### config.mk
export PLATFORM = sky130hd
export DESIGN_NAME = vt52_escape_parser_flat
export DESIGN_NICKNAME = d
export VERILOG_FILES = /design/src/rtl/vt52_pkg.sv /design/src/rtl/vt52_if.sv /design/src/rtl/vt52_escape_parser.sv /design/src/flat_wrapper.sv
export SDC_FILE = /design/constraint.sdc
export NUM_CORES = 1
export LEC_CHECK = 0
export ABC_AREA = 1
export BUFFER_PORTS_ARGS = -buffer_cell sky130_fd_sc_hd__buf_4
export CORE_ASPECT_RATIO = 1.2
export CORE_MARGIN = 5
export CORE_UTILIZATION = 50
export CTS_BUF_LIST = sky130_fd_sc_hd__clkbuf_8
export CTS_CLUSTER_DIAMETER = 30
export DETAILED_ROUTE_END_ITERATION = 7
export PLACE_DENSITY_LB_ADDON = 0.05
export SKIP_CTS_REPAIR_TIMING = 1
export SYNTH_ARGS = -nofsm -noshare
export SYNTH_HDL_FRONTEND = slang
export SYNTH_SLANG_ARGS = --single-unit
### constraint.sdc
create_clock -name clk -period 7.36 [get_ports clk]
set_input_delay 1.472 -clock clk [delete_from_list [all_inputs] [get_ports clk]]
set_output_delay 1.472 -clock clk [all_outputs]
set_load 0.02 [all_outputs]
### src/rtl/vt52_pkg.sv
// Shared types, codes and helpers for the VT52 escape parser.
package vt52_pkg;

  // Field widths
  localparam int CHAR_W  = 8;
  localparam int OP_W    = 4;
  localparam int ROW_W   = 7;
  localparam int COL_W   = 8;
  localparam int ATTR_W  = 5;
  localparam int COLOR_W = 3;
  localparam int FLAG_W  = 6;
  localparam int CFG_IDX_W  = 2;
  localparam int CFG_DATA_W = 8;

  // Screen limits
  localparam logic [COL_W-1:0] MaxCols  = 8'd160;
  localparam logic [ROW_W-1:0] MaxLines = 7'd96;

  // Register reset values
  localparam logic [COL_W-1:0]   RstCols  = 8'd80;
  localparam logic [ROW_W-1:0]   RstLines = 7'd24;
  localparam logic [COLOR_W-1:0] RstFg    = 3'd7;
  localparam logic [COLOR_W-1:0] RstBg    = 3'd0;

  // Configuration register indexes
  typedef enum logic [CFG_IDX_W-1:0] {
    CFG_NUM_COLS   = 2'd0,
    CFG_NUM_LINES  = 2'd1,
    CFG_DEFAULT_FG = 2'd2,
    CFG_DEFAULT_BG = 2'd3
  } cfg_idx_t;

  // Screen command codes
  typedef enum logic [OP_W-1:0] {
    OP_NONE        = 4'd0,
    OP_PRINT       = 4'd1,
    OP_MOVE        = 4'd2,
    OP_SCROLL_UP   = 4'd3,
    OP_SCROLL_DOWN = 4'd4,
    OP_CLEAR_HOME  = 4'd5,
    OP_CLR_EOS     = 4'd6,
    OP_CLR_EOL     = 4'd7,
    OP_INS_LINE    = 4'd8,
    OP_DEL_LINE    = 4'd9,
    OP_INS_BLANK   = 4'd10,
    OP_DEL_CHAR    = 4'd11,
    OP_BEEP        = 4'd12,
    OP_REPLY       = 4'd13
  } op_t;

  // Parser states, one-hot
  typedef enum logic [5:0] {
    PS_NORMAL = 6'b000001,
    PS_ESC    = 6'b000010,
    PS_ESCY   = 6'b000100,
    PS_ESCYL  = 6'b001000,
    PS_ESCS   = 6'b010000,
    PS_ESCT   = 6'b100000
  } pstate_t;

  // Control bytes
  localparam logic [7:0] CH_BEL      = 8'h07;
  localparam logic [7:0] CH_BS       = 8'h08;
  localparam logic [7:0] CH_TAB      = 8'h09;
  localparam logic [7:0] CH_LF       = 8'h0a;
  localparam logic [7:0] CH_CR       = 8'h0d;
  localparam logic [7:0] CH_ESC      = 8'h1b;
  localparam logic [7:0] CH_CTRL_MAX = 8'h1f;
  localparam logic [7:0] CH_DEL      = 8'h7f;
  localparam logic [7:0] CH_SPACE    = 8'h20;
  localparam logic [7:0] CH_ZERO     = 8'h30;
  localparam logic [7:0] CH_SEVEN    = 8'h37;
  localparam logic [7:0] CH_EQUAL    = 8'h3d;

  // Escape letters
  localparam logic [7:0] ESC_KP_OFF    = 8'h29;
  localparam logic [7:0] ESC_KP_ON     = 8'h3d;
  localparam logic [7:0] ESC_UP        = 8'h41;
  localparam logic [7:0] ESC_DOWN      = 8'h42;
  localparam logic [7:0] ESC_RIGHT     = 8'h43;
  localparam logic [7:0] ESC_LEFT      = 8'h44;
  localparam logic [7:0] ESC_CLR_HOME  = 8'h45;
  localparam logic [7:0] ESC_GFX_ON    = 8'h46;
  localparam logic [7:0] ESC_GFX_OFF   = 8'h47;
  localparam logic [7:0] ESC_HOME      = 8'h48;
  localparam logic [7:0] ESC_REV_LF    = 8'h49;
  localparam logic [7:0] ESC_CLR_EOS   = 8'h4a;
  localparam logic [7:0] ESC_CLR_EOL   = 8'h4b;
  localparam logic [7:0] ESC_INS_LINE  = 8'h4c;
  localparam logic [7:0] ESC_DEL_LINE  = 8'h4d;
  localparam logic [7:0] ESC_INS_BLANK = 8'h4e;
  localparam logic [7:0] ESC_DEL_CHAR  = 8'h4f;
  localparam logic [7:0] ESC_SET_BG    = 8'h53;
  localparam logic [7:0] ESC_SET_FG    = 8'h54;
  localparam logic [7:0] ESC_ADDR      = 8'h59;
  localparam logic [7:0] ESC_IDENT     = 8'h5a;
  localparam logic [7:0] ESC_HOLD_ON   = 8'h5b;
  localparam logic [7:0] ESC_HOLD_OFF  = 8'h5c;
  localparam logic [7:0] ESC_CUR_HIDE  = 8'h61;
  localparam logic [7:0] ESC_CUR_SHOW  = 8'h62;
  localparam logic [7:0] ESC_ALTCS_ON  = 8'h63;
  localparam logic [7:0] ESC_ALTCS_OFF = 8'h64;
  localparam logic [7:0] ESC_BOLD_ON   = 8'h65;
  localparam logic [7:0] ESC_BOLD_OFF  = 8'h66;
  localparam logic [7:0] ESC_UL_ON     = 8'h67;
  localparam logic [7:0] ESC_UL_OFF    = 8'h68;
  localparam logic [7:0] ESC_REV_ON    = 8'h69;
  localparam logic [7:0] ESC_REV_OFF   = 8'h6a;
  localparam logic [7:0] ESC_BLINK_ON  = 8'h6b;
  localparam logic [7:0] ESC_BLINK_OFF = 8'h6c;
  localparam logic [7:0] ESC_ATTR_RST  = 8'h6d;
  localparam logic [7:0] ESC_ALTKEY_ON = 8'h6e;
  localparam logic [7:0] ESC_ALTKEY_OFF = 8'h6f;
  localparam logic [7:0] ESC_SO_ON     = 8'h70;
  localparam logic [7:0] ESC_SO_OFF    = 8'h71;

  // Identify reply bytes
  localparam logic [7:0] REPLY_0 = 8'h1b;
  localparam logic [7:0] REPLY_1 = 8'h2f;
  localparam logic [7:0] REPLY_2 = 8'h4b;

  // Attribute bit positions
  localparam int ATTR_STANDOUT  = 0;
  localparam int ATTR_ULINE     = 1;
  localparam int ATTR_BLINK     = 2;
  localparam int ATTR_INVERSE   = 3;
  localparam int ATTR_BOLD      = 4;

  // Mode flag bit positions
  localparam int F_GRAPHICS = 0;
  localparam int F_ALTCS    = 1;
  localparam int F_ALTKEYS  = 2;
  localparam int F_KEYPAD   = 3;
  localparam int F_HOLD     = 4;
  localparam int F_CURHIDE  = 5;

  // Clamp a column count into 1..MaxCols
  function automatic logic [COL_W-1:0] eff_cols(input logic [COL_W-1:0] v);
    if (v == '0) return 8'd1;
    if (v > MaxCols) return MaxCols;
    return v;
  endfunction

  // Clamp a line count into 1..MaxLines
  function automatic logic [ROW_W-1:0] eff_lines(input logic [ROW_W-1:0] v);
    if (v == '0) return 7'd1;
    if (v > MaxLines) return MaxLines;
    return v;
  endfunction

  // Color select: a digit 0 to 7 picks a color, '=' the default, else keep
  function automatic logic [COLOR_W-1:0] pick_color(input logic [7:0] c,
                                                    input logic [COLOR_W-1:0] cur,
                                                    input logic [COLOR_W-1:0] def);
    if (c >= CH_ZERO && c <= CH_SEVEN) return c[COLOR_W-1:0];
    if (c == CH_EQUAL) return def;
    return cur;
  endfunction

endpackage

### src/rtl/vt52_if.sv
// Valid/ready channel interfaces for terminal bytes and screen commands.
interface vt52_char_if import vt52_pkg::*; ();
  logic              valid;
  logic              ready;
  logic [CHAR_W-1:0] char_in;

  modport source (output valid, output char_in, input ready);
  modport sink   (input valid, input char_in, output ready);
endinterface

interface vt52_cmd_if import vt52_pkg::*; ();
  logic               valid;
  logic               ready;
  logic [OP_W-1:0]    op;
  logic [CHAR_W-1:0]  char_code;
  logic [ROW_W-1:0]   row;
  logic [COL_W-1:0]   col;
  logic [ATTR_W-1:0]  attributes;
  logic [COLOR_W-1:0] fg_color;
  logic [COLOR_W-1:0] bg_color;
  logic [FLAG_W-1:0]  mode_flags;
  logic               last;

  modport source (output valid, output op, output char_code, output row, output col,
                  output attributes, output fg_color, output bg_color,
                  output mode_flags, output last, input ready);
  modport sink   (input valid, input op, input char_code, input row, input col,
                  input attributes, input fg_color, input bg_color,
                  input mode_flags, input last, output ready);
endinterface

### src/rtl/vt52_escape_parser.sv
// VT52 control and escape parser: byte in, screen command out.
//
// Each byte written to the terminal is decoded against the parser state and
// lands in an output register as one screen command; one byte per clock is
// sustained as long as the consumer takes commands. ESC Z places the three
// identify reply bytes in the output register one after another, so it holds
// the output for three transactions and the byte input waits while the first
// and second reply bytes are shown; the next byte can be taken in the cycle
// the third goes out. The configuration port may be written only while no
// command is pending; a write of the screen size pulls the cursor inside.
module vt52_escape_parser import vt52_pkg::*; (
  input  logic                  clk,
  input  logic                  rst,
  input  logic                  cfg_wr_en,
  input  logic [CFG_IDX_W-1:0]  cfg_index,
  input  logic [CFG_DATA_W-1:0] cfg_data,
  vt52_char_if.sink             chars,
  vt52_cmd_if.source            cmds
);

  // Configuration registers
  logic [COL_W-1:0]   num_cols;
  logic [ROW_W-1:0]   num_lines;
  logic [COLOR_W-1:0] default_fg;
  logic [COLOR_W-1:0] default_bg;

  // Parser state
  pstate_t            pstate;
  logic [7:0]         pending_row;
  logic [ROW_W-1:0]   cursor_row;
  logic [COL_W-1:0]   cursor_col;
  logic [ATTR_W-1:0]  attr_bits;
  logic [COLOR_W-1:0] fg_now;
  logic [COLOR_W-1:0] bg_now;
  logic [FLAG_W-1:0]  flag_bits;

  // Output register and reply sequencing
  logic       out_valid;
  logic [1:0] reply_left;

  // Next-state values
  pstate_t            pstate_next;
  logic [7:0]         pending_row_next;
  logic [ROW_W-1:0]   cursor_row_next;
  logic [COL_W-1:0]   cursor_col_next;
  logic [ATTR_W-1:0]  attr_bits_next;
  logic [COLOR_W-1:0] fg_now_next;
  logic [COLOR_W-1:0] bg_now_next;
  logic [FLAG_W-1:0]  flag_bits_next;
  op_t                op_sel;
  logic [CHAR_W-1:0]  char_sel;
  logic [ROW_W-1:0]   row_sel;
  logic [COL_W-1:0]   col_sel;

  // Working values
  logic [COL_W-1:0] cols;
  logic [ROW_W-1:0] lines;
  logic [7:0]       c;
  logic [8:0]       tab_stop;
  logic [7:0]       addr_row;
  logic [COL_W-1:0] addr_col;
  logic             in_fire;
  logic             out_fire;

  // Clamp values for a configuration write
  logic [COL_W-1:0] cfg_cols;
  logic [ROW_W-1:0] cfg_lines;

  assign cols     = eff_cols(num_cols);
  assign lines    = eff_lines(num_lines);
  assign c        = chars.char_in;
  assign out_fire = out_valid && cmds.ready;

  // Take a byte when no reply is pending and the output slot frees up
  assign chars.ready = (reply_left == 2'd0) && (!out_valid || cmds.ready);
  assign in_fire     = chars.valid && chars.ready;

  // Decode one byte against the current state
  always_comb begin
    pstate_next      = pstate;
    pending_row_next = pending_row;
    cursor_row_next  = cursor_row;
    cursor_col_next  = cursor_col;
    attr_bits_next   = attr_bits;
    fg_now_next      = fg_now;
    bg_now_next      = bg_now;
    flag_bits_next   = flag_bits;
    op_sel           = OP_NONE;
    char_sel         = '0;
    row_sel          = '0;
    col_sel          = '0;

    tab_stop = {({1'b0, cursor_col[7:3]} + 6'd1), 3'b000};
    if (tab_stop >= {1'b0, cols}) tab_stop = {1'b0, cursor_col} + 9'd1;

    addr_row = (pending_row >= {1'b0, lines}) ? {1'b0, lines - 7'd1} : pending_row;
    addr_col = c - CH_SPACE;
    if (addr_col >= cols) addr_col = cursor_col;

    if (c <= CH_CTRL_MAX) begin
      // Control bytes act at once; only ESC touches the parse state
      case (c)
        CH_BEL: op_sel = OP_BEEP;
        CH_BS: begin
          if (cursor_col != '0) begin
            cursor_col_next = cursor_col - 8'd1;
            op_sel = OP_MOVE;
          end
        end
        CH_TAB: begin
          if (tab_stop < {1'b0, cols}) begin
            cursor_col_next = tab_stop[COL_W-1:0];
            op_sel = OP_MOVE;
          end
        end
        CH_LF: begin
          if ({1'b0, cursor_row} + 8'd1 < {1'b0, lines}) begin
            cursor_row_next = cursor_row + 7'd1;
            op_sel = OP_MOVE;
          end else begin
            op_sel = OP_SCROLL_UP;
          end
        end
        CH_CR: begin
          if (cursor_col != '0) begin
            cursor_col_next = '0;
            op_sel = OP_MOVE;
          end
        end
        CH_ESC: pstate_next = PS_ESC;
        default: ;
      endcase
    end else if (c != CH_DEL) begin
      unique case (pstate)
        PS_NORMAL: begin
          // Print at the cursor, advance unless at the last column
          op_sel   = OP_PRINT;
          char_sel = c;
          if ({1'b0, cursor_col} + 9'd1 < {1'b0, cols}) cursor_col_next = cursor_col + 8'd1;
        end
        PS_ESC: begin
          pstate_next = PS_NORMAL;
          case (c)
            ESC_KP_OFF: flag_bits_next[F_KEYPAD] = 1'b0;
            ESC_KP_ON:  flag_bits_next[F_KEYPAD] = 1'b1;
            ESC_UP: begin
              if (cursor_row != '0) begin
                cursor_row_next = cursor_row - 7'd1;
                op_sel = OP_MOVE;
              end
            end
            ESC_DOWN: begin
              if ({1'b0, cursor_row} + 8'd1 < {1'b0, lines}) begin
                cursor_row_next = cursor_row + 7'd1;
                op_sel = OP_MOVE;
              end
            end
            ESC_RIGHT: begin
              if ({1'b0, cursor_col} + 9'd1 < {1'b0, cols}) begin
                cursor_col_next = cursor_col + 8'd1;
                op_sel = OP_MOVE;
              end
            end
            ESC_LEFT: begin
              if (cursor_col != '0) begin
                cursor_col_next = cursor_col - 8'd1;
                op_sel = OP_MOVE;
              end
            end
            ESC_CLR_HOME: begin
              cursor_row_next = '0;
              cursor_col_next = '0;
              op_sel = OP_CLEAR_HOME;
            end
            ESC_GFX_ON:  flag_bits_next[F_GRAPHICS] = 1'b1;
            ESC_GFX_OFF: flag_bits_next[F_GRAPHICS] = 1'b0;
            ESC_HOME: begin
              if (cursor_row != '0 || cursor_col != '0) begin
                cursor_row_next = '0;
                cursor_col_next = '0;
                op_sel = OP_MOVE;
              end
            end
            ESC_REV_LF: begin
              if (cursor_row != '0) begin
                cursor_row_next = cursor_row - 7'd1;
                op_sel = OP_MOVE;
              end else begin
                op_sel = OP_SCROLL_DOWN;
              end
            end
            ESC_CLR_EOS:   op_sel = OP_CLR_EOS;
            ESC_CLR_EOL:   op_sel = OP_CLR_EOL;
            ESC_INS_LINE:  op_sel = OP_INS_LINE;
            ESC_DEL_LINE:  op_sel = OP_DEL_LINE;
            ESC_INS_BLANK: op_sel = OP_INS_BLANK;
            ESC_DEL_CHAR:  op_sel = OP_DEL_CHAR;
            ESC_SET_BG:    pstate_next = PS_ESCS;
            ESC_SET_FG:    pstate_next = PS_ESCT;
            ESC_ADDR:      pstate_next = PS_ESCY;
            ESC_IDENT: begin
              op_sel   = OP_REPLY;
              char_sel = REPLY_0;
            end
            ESC_HOLD_ON:    flag_bits_next[F_HOLD]    = 1'b1;
            ESC_HOLD_OFF:   flag_bits_next[F_HOLD]    = 1'b0;
            ESC_CUR_HIDE:   flag_bits_next[F_CURHIDE] = 1'b1;
            ESC_CUR_SHOW:   flag_bits_next[F_CURHIDE] = 1'b0;
            ESC_ALTCS_ON:   flag_bits_next[F_ALTCS]   = 1'b1;
            ESC_ALTCS_OFF:  flag_bits_next[F_ALTCS]   = 1'b0;
            ESC_BOLD_ON:    attr_bits_next[ATTR_BOLD]     = 1'b1;
            ESC_BOLD_OFF:   attr_bits_next[ATTR_BOLD]     = 1'b0;
            ESC_UL_ON:      attr_bits_next[ATTR_ULINE]    = 1'b1;
            ESC_UL_OFF:     attr_bits_next[ATTR_ULINE]    = 1'b0;
            ESC_REV_ON:     attr_bits_next[ATTR_INVERSE]  = 1'b1;
            ESC_REV_OFF:    attr_bits_next[ATTR_INVERSE]  = 1'b0;
            ESC_BLINK_ON:   attr_bits_next[ATTR_BLINK]    = 1'b1;
            ESC_BLINK_OFF:  attr_bits_next[ATTR_BLINK]    = 1'b0;
            ESC_ATTR_RST: begin
              attr_bits_next = '0;
              fg_now_next    = default_fg;
              bg_now_next    = default_bg;
            end
            ESC_ALTKEY_ON:  flag_bits_next[F_ALTKEYS]     = 1'b1;
            ESC_ALTKEY_OFF: flag_bits_next[F_ALTKEYS]     = 1'b0;
            ESC_SO_ON:      attr_bits_next[ATTR_STANDOUT] = 1'b1;
            ESC_SO_OFF:     attr_bits_next[ATTR_STANDOUT] = 1'b0;
            default: ;
          endcase
        end
        PS_ESCY: begin
          pstate_next      = PS_ESCYL;
          pending_row_next = c - CH_SPACE;
        end
        PS_ESCYL: begin
          pstate_next = PS_NORMAL;
          if (addr_row != {1'b0, cursor_row} || addr_col != cursor_col) begin
            cursor_row_next = addr_row[ROW_W-1:0];
            cursor_col_next = addr_col;
            op_sel = OP_MOVE;
          end
        end
        PS_ESCS: begin
          pstate_next = PS_NORMAL;
          bg_now_next = pick_color(c, bg_now, default_bg);
        end
        PS_ESCT: begin
          pstate_next = PS_NORMAL;
          fg_now_next = pick_color(c, fg_now, default_fg);
        end
        default: pstate_next = PS_NORMAL;
      endcase
    end

    // Print reports the written cell, everything else the new cursor
    if (op_sel == OP_PRINT) begin
      row_sel = cursor_row;
      col_sel = cursor_col;
    end else begin
      row_sel = cursor_row_next;
      col_sel = cursor_col_next;
    end
  end

  // Effective screen size after a configuration write
  always_comb begin
    cfg_cols  = cols;
    cfg_lines = lines;
    if (cfg_wr_en && cfg_index == CFG_NUM_COLS)  cfg_cols  = eff_cols(cfg_data);
    if (cfg_wr_en && cfg_index == CFG_NUM_LINES) cfg_lines = eff_lines(cfg_data[ROW_W-1:0]);
  end

  // Advance parser state and configuration
  always_ff @(posedge clk) begin
    if (rst) begin
      num_cols    <= RstCols;
      num_lines   <= RstLines;
      default_fg  <= RstFg;
      default_bg  <= RstBg;
      pstate      <= PS_NORMAL;
      pending_row <= '0;
      cursor_row  <= '0;
      cursor_col  <= '0;
      attr_bits   <= '0;
      fg_now      <= RstFg;
      bg_now      <= RstBg;
      flag_bits   <= '0;
    end else if (cfg_wr_en) begin
      unique case (cfg_index)
        CFG_NUM_COLS:   num_cols   <= cfg_data;
        CFG_NUM_LINES:  num_lines  <= cfg_data[ROW_W-1:0];
        CFG_DEFAULT_FG: default_fg <= cfg_data[COLOR_W-1:0];
        CFG_DEFAULT_BG: default_bg <= cfg_data[COLOR_W-1:0];
        default: ;
      endcase
      // Pull the cursor inside a shrunk screen
      if (cursor_col >= cfg_cols)  cursor_col <= cfg_cols - 8'd1;
      if (cursor_row >= cfg_lines) cursor_row <= cfg_lines - 7'd1;
    end else if (in_fire) begin
      pstate      <= pstate_next;
      pending_row <= pending_row_next;
      cursor_row  <= cursor_row_next;
      cursor_col  <= cursor_col_next;
      attr_bits   <= attr_bits_next;
      fg_now      <= fg_now_next;
      bg_now      <= bg_now_next;
      flag_bits   <= flag_bits_next;
    end
  end

  // Output control: load on accept, step through reply bytes, drop when taken
  always_ff @(posedge clk) begin
    if (rst) begin
      out_valid  <= 1'b0;
      reply_left <= 2'd0;
    end else if (in_fire) begin
      out_valid  <= 1'b1;
      reply_left <= (op_sel == OP_REPLY) ? 2'd2 : 2'd0;
    end else if (out_fire) begin
      if (reply_left != 2'd0) begin
        reply_left <= reply_left - 2'd1;
      end else begin
        out_valid <= 1'b0;
      end
    end
  end

  // Output payload
  always_ff @(posedge clk) begin
    if (in_fire) begin
      cmds.op         <= op_sel;
      cmds.char_code  <= char_sel;
      cmds.row        <= row_sel;
      cmds.col        <= col_sel;
      cmds.attributes <= attr_bits_next;
      cmds.fg_color   <= fg_now_next;
      cmds.bg_color   <= bg_now_next;
      cmds.mode_flags <= flag_bits_next;
      cmds.last       <= (op_sel != OP_REPLY);
    end else if (out_fire && reply_left != 2'd0) begin
      cmds.char_code <= (reply_left == 2'd2) ? REPLY_1 : REPLY_2;
      cmds.last      <= (reply_left == 2'd1);
    end
  end

  assign cmds.valid = out_valid;

endmodule

### src/flat_wrapper.sv
// flat-port wrapper written by rule: the top's interface ports become plain ports
module vt52_escape_parser_flat import vt52_pkg::*;
  (clk, rst, cfg_wr_en, cfg_index, cfg_data, chars_valid, chars_char_in, chars_ready, cmds_valid, cmds_op, cmds_char_code, cmds_row, cmds_col, cmds_attributes, cmds_fg_color, cmds_bg_color, cmds_mode_flags, cmds_last, cmds_ready);
  vt52_char_if chars_i ();
  vt52_cmd_if cmds_i ();
  input  logic clk;
  input  logic rst;
  input  logic cfg_wr_en;
  input  logic [CFG_IDX_W-1:0] cfg_index;
  input  logic [CFG_DATA_W-1:0] cfg_data;
  input wire logic [$bits(chars_i.valid)-1:0] chars_valid;
  input wire logic [$bits(chars_i.char_in)-1:0] chars_char_in;
  output wire logic [$bits(chars_i.ready)-1:0] chars_ready;
  output wire logic [$bits(cmds_i.valid)-1:0] cmds_valid;
  output wire logic [$bits(cmds_i.op)-1:0] cmds_op;
  output wire logic [$bits(cmds_i.char_code)-1:0] cmds_char_code;
  output wire logic [$bits(cmds_i.row)-1:0] cmds_row;
  output wire logic [$bits(cmds_i.col)-1:0] cmds_col;
  output wire logic [$bits(cmds_i.attributes)-1:0] cmds_attributes;
  output wire logic [$bits(cmds_i.fg_color)-1:0] cmds_fg_color;
  output wire logic [$bits(cmds_i.bg_color)-1:0] cmds_bg_color;
  output wire logic [$bits(cmds_i.mode_flags)-1:0] cmds_mode_flags;
  output wire logic [$bits(cmds_i.last)-1:0] cmds_last;
  input wire logic [$bits(cmds_i.ready)-1:0] cmds_ready;
  assign chars_i.valid = chars_valid;
  assign chars_i.char_in = chars_char_in;
  assign chars_ready = chars_i.ready;
  assign cmds_valid = cmds_i.valid;
  assign cmds_op = cmds_i.op;
  assign cmds_char_code = cmds_i.char_code;
  assign cmds_row = cmds_i.row;
  assign cmds_col = cmds_i.col;
  assign cmds_attributes = cmds_i.attributes;
  assign cmds_fg_color = cmds_i.fg_color;
  assign cmds_bg_color = cmds_i.bg_color;
  assign cmds_mode_flags = cmds_i.mode_flags;
  assign cmds_last = cmds_i.last;
  assign cmds_i.ready = cmds_ready;
  vt52_escape_parser u_core (.clk(clk), .rst(rst), .cfg_wr_en(cfg_wr_en), .cfg_index(cfg_index), .cfg_data(cfg_data), .chars(chars_i), .cmds(cmds_i));
endmodule
==> flow_metrics.env, run 1 <==
export IMPL_yosys_area_share_simple_pct=28.21
export IMPL_fin_crit_ns=5.005
export IMPL_avgSynthCellArea_sq_um=6.729
export IMPL_ys_warn_count=0
export IMPL_ys_types=59
export IMPL_slew_violations=0
export IMPL_crit_path_end_kind="register"
export IMPL_ys_top_cells_by_area="dfxtp_1 (14%), edfxtp_1 (14%), nand2_1 (12%)"
export IMPL_dp_slack_ns=2.230
export IMPL_synth_largest_area_cell="dfxtp_1"
export IMPL_arrival_ns=5.21
export IMPL_synthArstFlopShare_pct=0
export IMPL_synth_enable_flop_cells=45
export IMPL_drt_iter0_markers=988
export IMPL_drive_gt1_share_pct=12.29
export IMPL_num_vias=10300
export IMPL_power_mw=3.059
export IMPL_wl_um=33840
export IMPL_cp_startpoint="u_core.cursor_col[6]"
export IMPL_power_per_cell_area_nw_per_um2=278.6
export IMPL_syn_area_sq_um=9932
export IMPL_synth_commonest_cells="nand2_1 (310), inv_1 (177), o21ai_0 (148)"
export IMPL_clk_latency_ns=0.46
export IMPL_synth_compound_area_share_pct=21.88
export IMPL_fin_nets=1618
export IMPL_setup_viol=0
export IMPL_finClkSkew_ns=0.01498
export IMPL_cap_violations=0
export IMPL_start_kind="register"
export IMPL_place_area_sq_um=10600
export IMPL_tns_ns=0
export IMPL_cts_buffer_depth=2
export IMPL_diodes=0
export IMPL_hold_path_class="register to register"
export IMPL_tightest_slew_ns=0.9482
export IMPL_cts_tree="yes"
export IMPL_outcome="finished, final reports clean"
export IMPL_clock_sink_count=115
export IMPL_grt_max_degree=33
export IMPL_placeableCoreArea_sq_um=19550
export IMPL_yosysMostFrequentCell="nand2_1"
export IMPL_crit_fanout=15
export IMPL_io_pins=70
export IMPL_vdd_ir_drop_max_mv=0.1993
export IMPL_ys_seq_area_share_pct=27.71
export IMPL_fin_ws_ns=2.355
export IMPL_ant_nets=0
export IMPL_r2r_slack_ns=2.35
export IMPL_fin_util_pct=56.16
export IMPL_synth_top_family_by_area="simple AND/OR/NAND/NOR gates"
export IMPL_numPortBuffers=69
export IMPL_via_per_inst=5.727
export IMPL_clock_root_buffer="clkbuf_8"
export IMPL_rows=56
export IMPL_endpoint="u_core.cmds.col[0]"
export IMPL_synth_nets=1569
export IMPL_fin_crit_sh_pct=68.01
export IMPL_synth_ff_type="dfxtp_1"
export IMPL_synth_xor_area_share_pct=2.822
export IMPL_worstPathRequired_ns=7.56
export IMPL_htree_levels=4
export IMPL_grt_pass1_vias=9694
export IMPL_synth_seq_cells=115
export IMPL_syn_instance_count=1476
export IMPL_fin_area_sq_um=10980
export IMPL_max_freq_ghz=0.1998
export IMPL_numCtsBuffers=17
export IMPL_place_congestion=0.9949
export IMPL_dieArea_sq_um=22790
export IMPL_synthAdderAreaFrac_pct=8.818
export IMPL_overflow=0
export IMPL_rsz0062_at_grt="no"
export IMPL_synth_top_cell_area_share_pct=14.11
export IMPL_num_fill_cells=1969
export IMPL_synth_mux_area_fraction_pct=0.1008
export IMPL_hold_violations=0
export IMPL_max_slew_margin_pct=36.44
export IMPL_initial_core_util_pct=50.81
export IMPL_grt_pass1_wl_um=53540
export IMPL_drcViolationCount=0
export IMPL_r2r_end="u_core.cmds.col[0]"
export IMPL_dp_hpwl_um=25900
export IMPL_die_h_um=164.4
export IMPL_grt_use_total_pct=29.61
export IMPL_hold_depth=2
export IMPL_antenna_found_initial=0
export IMPL_die_w_um=138.7
export IMPL_rr_startpoint="u_core.cursor_col[6]"
export IMPL_cts_clk_slew_worst_paths_ns=0.08
export IMPL_leakagePower_nw=4.947
export IMPL_dr_pass1_iters=5
export IMPL_wl_per_cell_um=18.81
export IMPL_area_growth_pct=10.54
export IMPL_reg2reg_depth=23
export IMPL_criticalPathCategory="register to register"
stage by stage:
step	instances	hold slack [ns]
2_1_floorplan	1476	0.4337
3_3_place_gp	1767	0.4472
3_5_place_dp	1767	0.4513
4_1_cts	1799	0.4625
5_1_grt	1799	0.5042
6_report	1799	0.4619
cell type report:
class                      instances  area [sq um]  share of cell area, %
tap                              261         326.6                  2.974
multi-input combinational       1102          6146                  55.98
timing repair buffer              78         585.6                  5.333
sequential                       115          2753                  25.07
clock inverter                    15         141.4                  1.288
clock buffer                      17         234.0                  2.131
inverter                         211         793.3                  7.225
worst min-delay path by stage:
stage                          start                     to  slack, ns
2_1_floorplan   u_core.default_bg[0]   u_core.default_bg[0]       0.43
3_3_place_gp    u_core.default_bg[1]   u_core.default_bg[1]       0.45
3_5_place_dp    u_core.default_bg[1]   u_core.default_bg[1]       0.45
4_1_cts         u_core.default_bg[1]   u_core.default_bg[1]       0.46
5_1_grt        u_core.pending_row[0]  u_core.pending_row[0]       0.50
6_report        u_core.default_bg[1]   u_core.default_bg[1]       0.46
registers in the layout (all words and copies together) (netlist names), 4 cells and up:
signal and cells:
u_core.cursor_row 7, u_core.cursor_col 8, u_core.num_lines 7, u_core.pstate 6, u_core.cmds.mode_flags 6, u_core.cmds.attributes 5
u_core.num_cols 8, u_core.cmds.char_code 8, u_core.cmds.col 8, u_core.pending_row 8, u_core.cmds.op 4, u_core.attr_bits 5
u_core.flag_bits 6, u_core.cmds.row 7
layer usage:
layer	vias to the layer above	GRT usage, %	wire (um)
met2	415	49.64	15890
met3	74	4.141	2228
met4	0	11.30	1095
met1	4707	39.09	14630
met5	-	0	0
li1	5106	-	-
logic make-up (layout without fill, tap and decap cells):
kind of cell	Yosys count	count (layout)
XOR/XNOR	32	32
buffers and inverters	259	321
flip-flops	115	115
AND/OR/NAND/NOR	623	623
multiplexers	1	1
AO/OA/AOI/OAI	376	376
adder cells (fa/ha/maj)	70	70
report_power, final:
group          switching, mW  internal [mW]
Combinational           1.01          0.511
Sequential             0.147          0.806
Clock                  0.288          0.297
critical path: stages (launching register included):
cell,delay [ns]
dfxtp_1,0.66
inv_1,0.35
nor2_1,0.21
xor2_1,0.30
inv_1,0.09
ha_1,0.29
nor3b_1,0.19
nand4_1,0.11
nand2_1,0.25
inv_1,0.19
a21boi_0,0.19
inv_1,0.08
ha_1,0.27
nand2_1,0.04
nor3_1,0.26
nand3_1,0.11
nand2_1,0.36
inv_1,0.13
o211ai_1,0.21
nand3_1,0.09
nand2_1,0.07
nand2_1,0.13
nand2_1,0.11
nand2_1,0.06
cells in the final DEF (no fill, tap or decap), drive strengths merged, types with 6 or more instances in the layout:
master,count
nand2,319
inv,211
o21ai,160
nor2,133
a21oi,119
nand3,94
buf,78
ha,70
dfxtp,70
edfxtp,45
o211ai,34
nor3,33
nand4,31
xor2,29
clkbuf,17
o21bai,10
clkinv,10
o22ai,9
a21boi,9
a31oi,8
o2111ai,6
or2,6
Power figures use the tool's default switching activity.
==> run 2: changes to the inputs <==
- clock period: 7.36 -> 5.11 ns (I/O delays scaled with it)
==> run 2 against run 1 <==
Net effect:
- sequential share of layout area decreased by 0.28 points
- sequential power increased by 36%
- first-iteration DRC count decreased by 17%
- hold slack improved by 0.0061 ns
- clock-buffer cell count increased by 1
- setup slack got worse by 1.7 ns
- clock skew decreased by 0.0020 ns
- non-clock buffer count increased by 16
- routed wire length increased by 1.9%
- critical endpoint is now u_core.cmds.col[7]
- highest routed layer unchanged
==> flow_metrics.env, run 2 (synthesis gave the netlist of run 1 again) <==
export IMPL_grt_pass1_vias=10020
export IMPL_numPortBuffers=69
export IMPL_tns_ns=0
export IMPL_fin_crit_ns=4.504
export IMPL_clk_latency_ns=0.46
export IMPL_crit_path_end_kind="register"
export IMPL_ant_nets=0
export IMPL_initial_core_util_pct=50.81
export IMPL_grt_pass1_wl_um=54230
export IMPL_leakagePower_nw=5.023
export IMPL_power_per_cell_area_nw_per_um2=404.8
export IMPL_wl_um=34490
export IMPL_hold_path_class="register to register"
export IMPL_diodes=0
export IMPL_fin_crit_sh_pct=88.15
export IMPL_via_per_inst=5.759
export IMPL_fin_nets=1634
export IMPL_cts_tree="yes"
export IMPL_start_kind="register"
export IMPL_max_slew_margin_pct=38.38
export IMPL_max_freq_ghz=0.2220
export IMPL_dr_pass1_iters=6
export IMPL_cts_buffer_depth=2
export IMPL_cts_clk_slew_worst_paths_ns=0.08
export IMPL_htree_levels=4
export IMPL_wl_per_cell_um=19.00
export IMPL_vdd_ir_drop_max_mv=0.2829
export IMPL_finClkSkew_ns=0.01296
export IMPL_hold_depth=2
export IMPL_drive_gt1_share_pct=13.45
export IMPL_slew_violations=0
export IMPL_tightest_slew_ns=0.9208
export IMPL_rsz0062_at_grt="no"
export IMPL_clock_sink_count=115
export IMPL_die_h_um=164.4
export IMPL_fin_hold_ws_ns=0.4681
export IMPL_criticalPathCategory="register to register"
export IMPL_worstPathRequired_ns=5.32
export IMPL_drcViolationCount=0
export IMPL_layout_commonest_cell="nand2_1"
export IMPL_die_w_um=138.7
export IMPL_placeableCoreArea_sq_um=19550
export IMPL_cap_violations=0
export IMPL_final_cell_mix="nand2_1 (309), inv_1 (177), o21ai_0 (148), nor2_1 (117), a21oi_1 (116)"
export IMPL_drt_iter0_markers=819
export IMPL_rows=56
export IMPL_numCtsBuffers=17
export IMPL_dp_hpwl_um=26560
export IMPL_clock_root_buffer="clkbuf_8"
export IMPL_grt_max_degree=44
export IMPL_grt_use_total_pct=30.22
export IMPL_crit_fanout=15
export IMPL_reg2reg_depth=24
export IMPL_place_congestion=1.009
export IMPL_dieArea_sq_um=22790
export IMPL_area_growth_pct=11.80
export IMPL_io_pins=70
export IMPL_arrival_ns=4.71
export IMPL_num_vias=10450
export IMPL_hold_violations=0
export IMPL_antenna_found_initial=0
export IMPL_outcome="finished, final reports clean"
export IMPL_setup_viol=0
export IMPL_overflow=0
-- run 2: cell count changes in the layout (fill, tap and decap cells not counted) --
cell	before	now
clkbuf_8	17	18
clkinv_1	5	4
inv_6	2	3
buf_4	78	94
clkinvlp_4	3	2
nand2_1	310	309
nand2_2	7	8
inv_1	179	177
inv_4	1	0
clkinv_4	1	5
bufinv_16	2	1
-- run 2: layer usage --
| layer | share of wire, % | wire length [um] | track usage (%) |
|---|---|---|---|
| met1 | 42 | 14450 | 37.56 |
| met2 | 46 | 15760 | 49.49 |
| met3 | 7.6 | 2634 | 6.371 |
| met4 | 4.8 | 1644 | 16.33 |
| met5 | 0 | 0 | 0 |
-- run 2: power breakdown --
group          switching, mW  internal [mW]  total (mW)  leakage (nW)
Combinational           1.58          0.782        2.37          3.83
Sequential             0.131           1.16        1.29          1.00
Clock                  0.438          0.402       0.839         0.190
-- run 2: through the flow --
step / setup WS (ns) / area [sq um] / std cells / power, mW / utilization [%]
2_1_floorplan: 1.287 / 9932 / 1476 / 2.898 / -
3_3_place_gp: 0.5329 / 10720 / 1783 / 3.613 / 54.86
3_5_place_dp: 0.4738 / 10720 / 1783 / 3.621 / 54.86
4_1_cts: 0.5861 / 11100 / 1815 / 4.463 / 56.79
5_1_grt: 0.1832 / 11100 / 1815 / 4.841 / 56.80
6_report: 0.6057 / 11100 / 1815 / 4.495 / 56.80
-- run 2: final cells by class --
cell class | instances | area, sq um
timing repair buffer | 94 | 705.7
clock inverter | 14 | 130.1
clock buffer | 18 | 247.7
multi-input combinational | 1102 | 6148
fill | 2003 | 8444
tap | 261 | 326.6
inverter | 211 | 793.3
sequential | 115 | 2753
-- run 2: path summary, 6_finish.rpt --
kind | start | to | slack (ns)
worst min-delay path | u_core.default_bg[1] | u_core.default_bg[1] | 0.47
worst max register to register | u_core.cursor_col[3] | u_core.cmds.col[7] | 0.61
worst min register to register | u_core.default_bg[1] | u_core.default_bg[1] | 0.47
worst max-delay path | u_core.cursor_col[3] | u_core.cmds.col[7] | 0.61
-- run 2: worst max-delay path, cell delays in order (launching register included) --
cell	delay, ns
dfxtp_1	0.61
ha_1	0.25
nand2_1	0.07
nor2_1	0.13
xor2_1	0.22
inv_1	0.07
ha_1	0.28
nor3b_1	0.21
nand4_1	0.13
nand2_1	0.25
inv_1	0.14
a21boi_0	0.17
inv_1	0.10
ha_1	0.29
nand2_1	0.05
nor3_1	0.22
nand3_1	0.13
nand2_2	0.23
a21oi_1	0.09
o21ai_0	0.11
o211ai_1	0.13
nand2_1	0.08
nand2_1	0.13
nand2_1	0.11
nand2_1	0.06
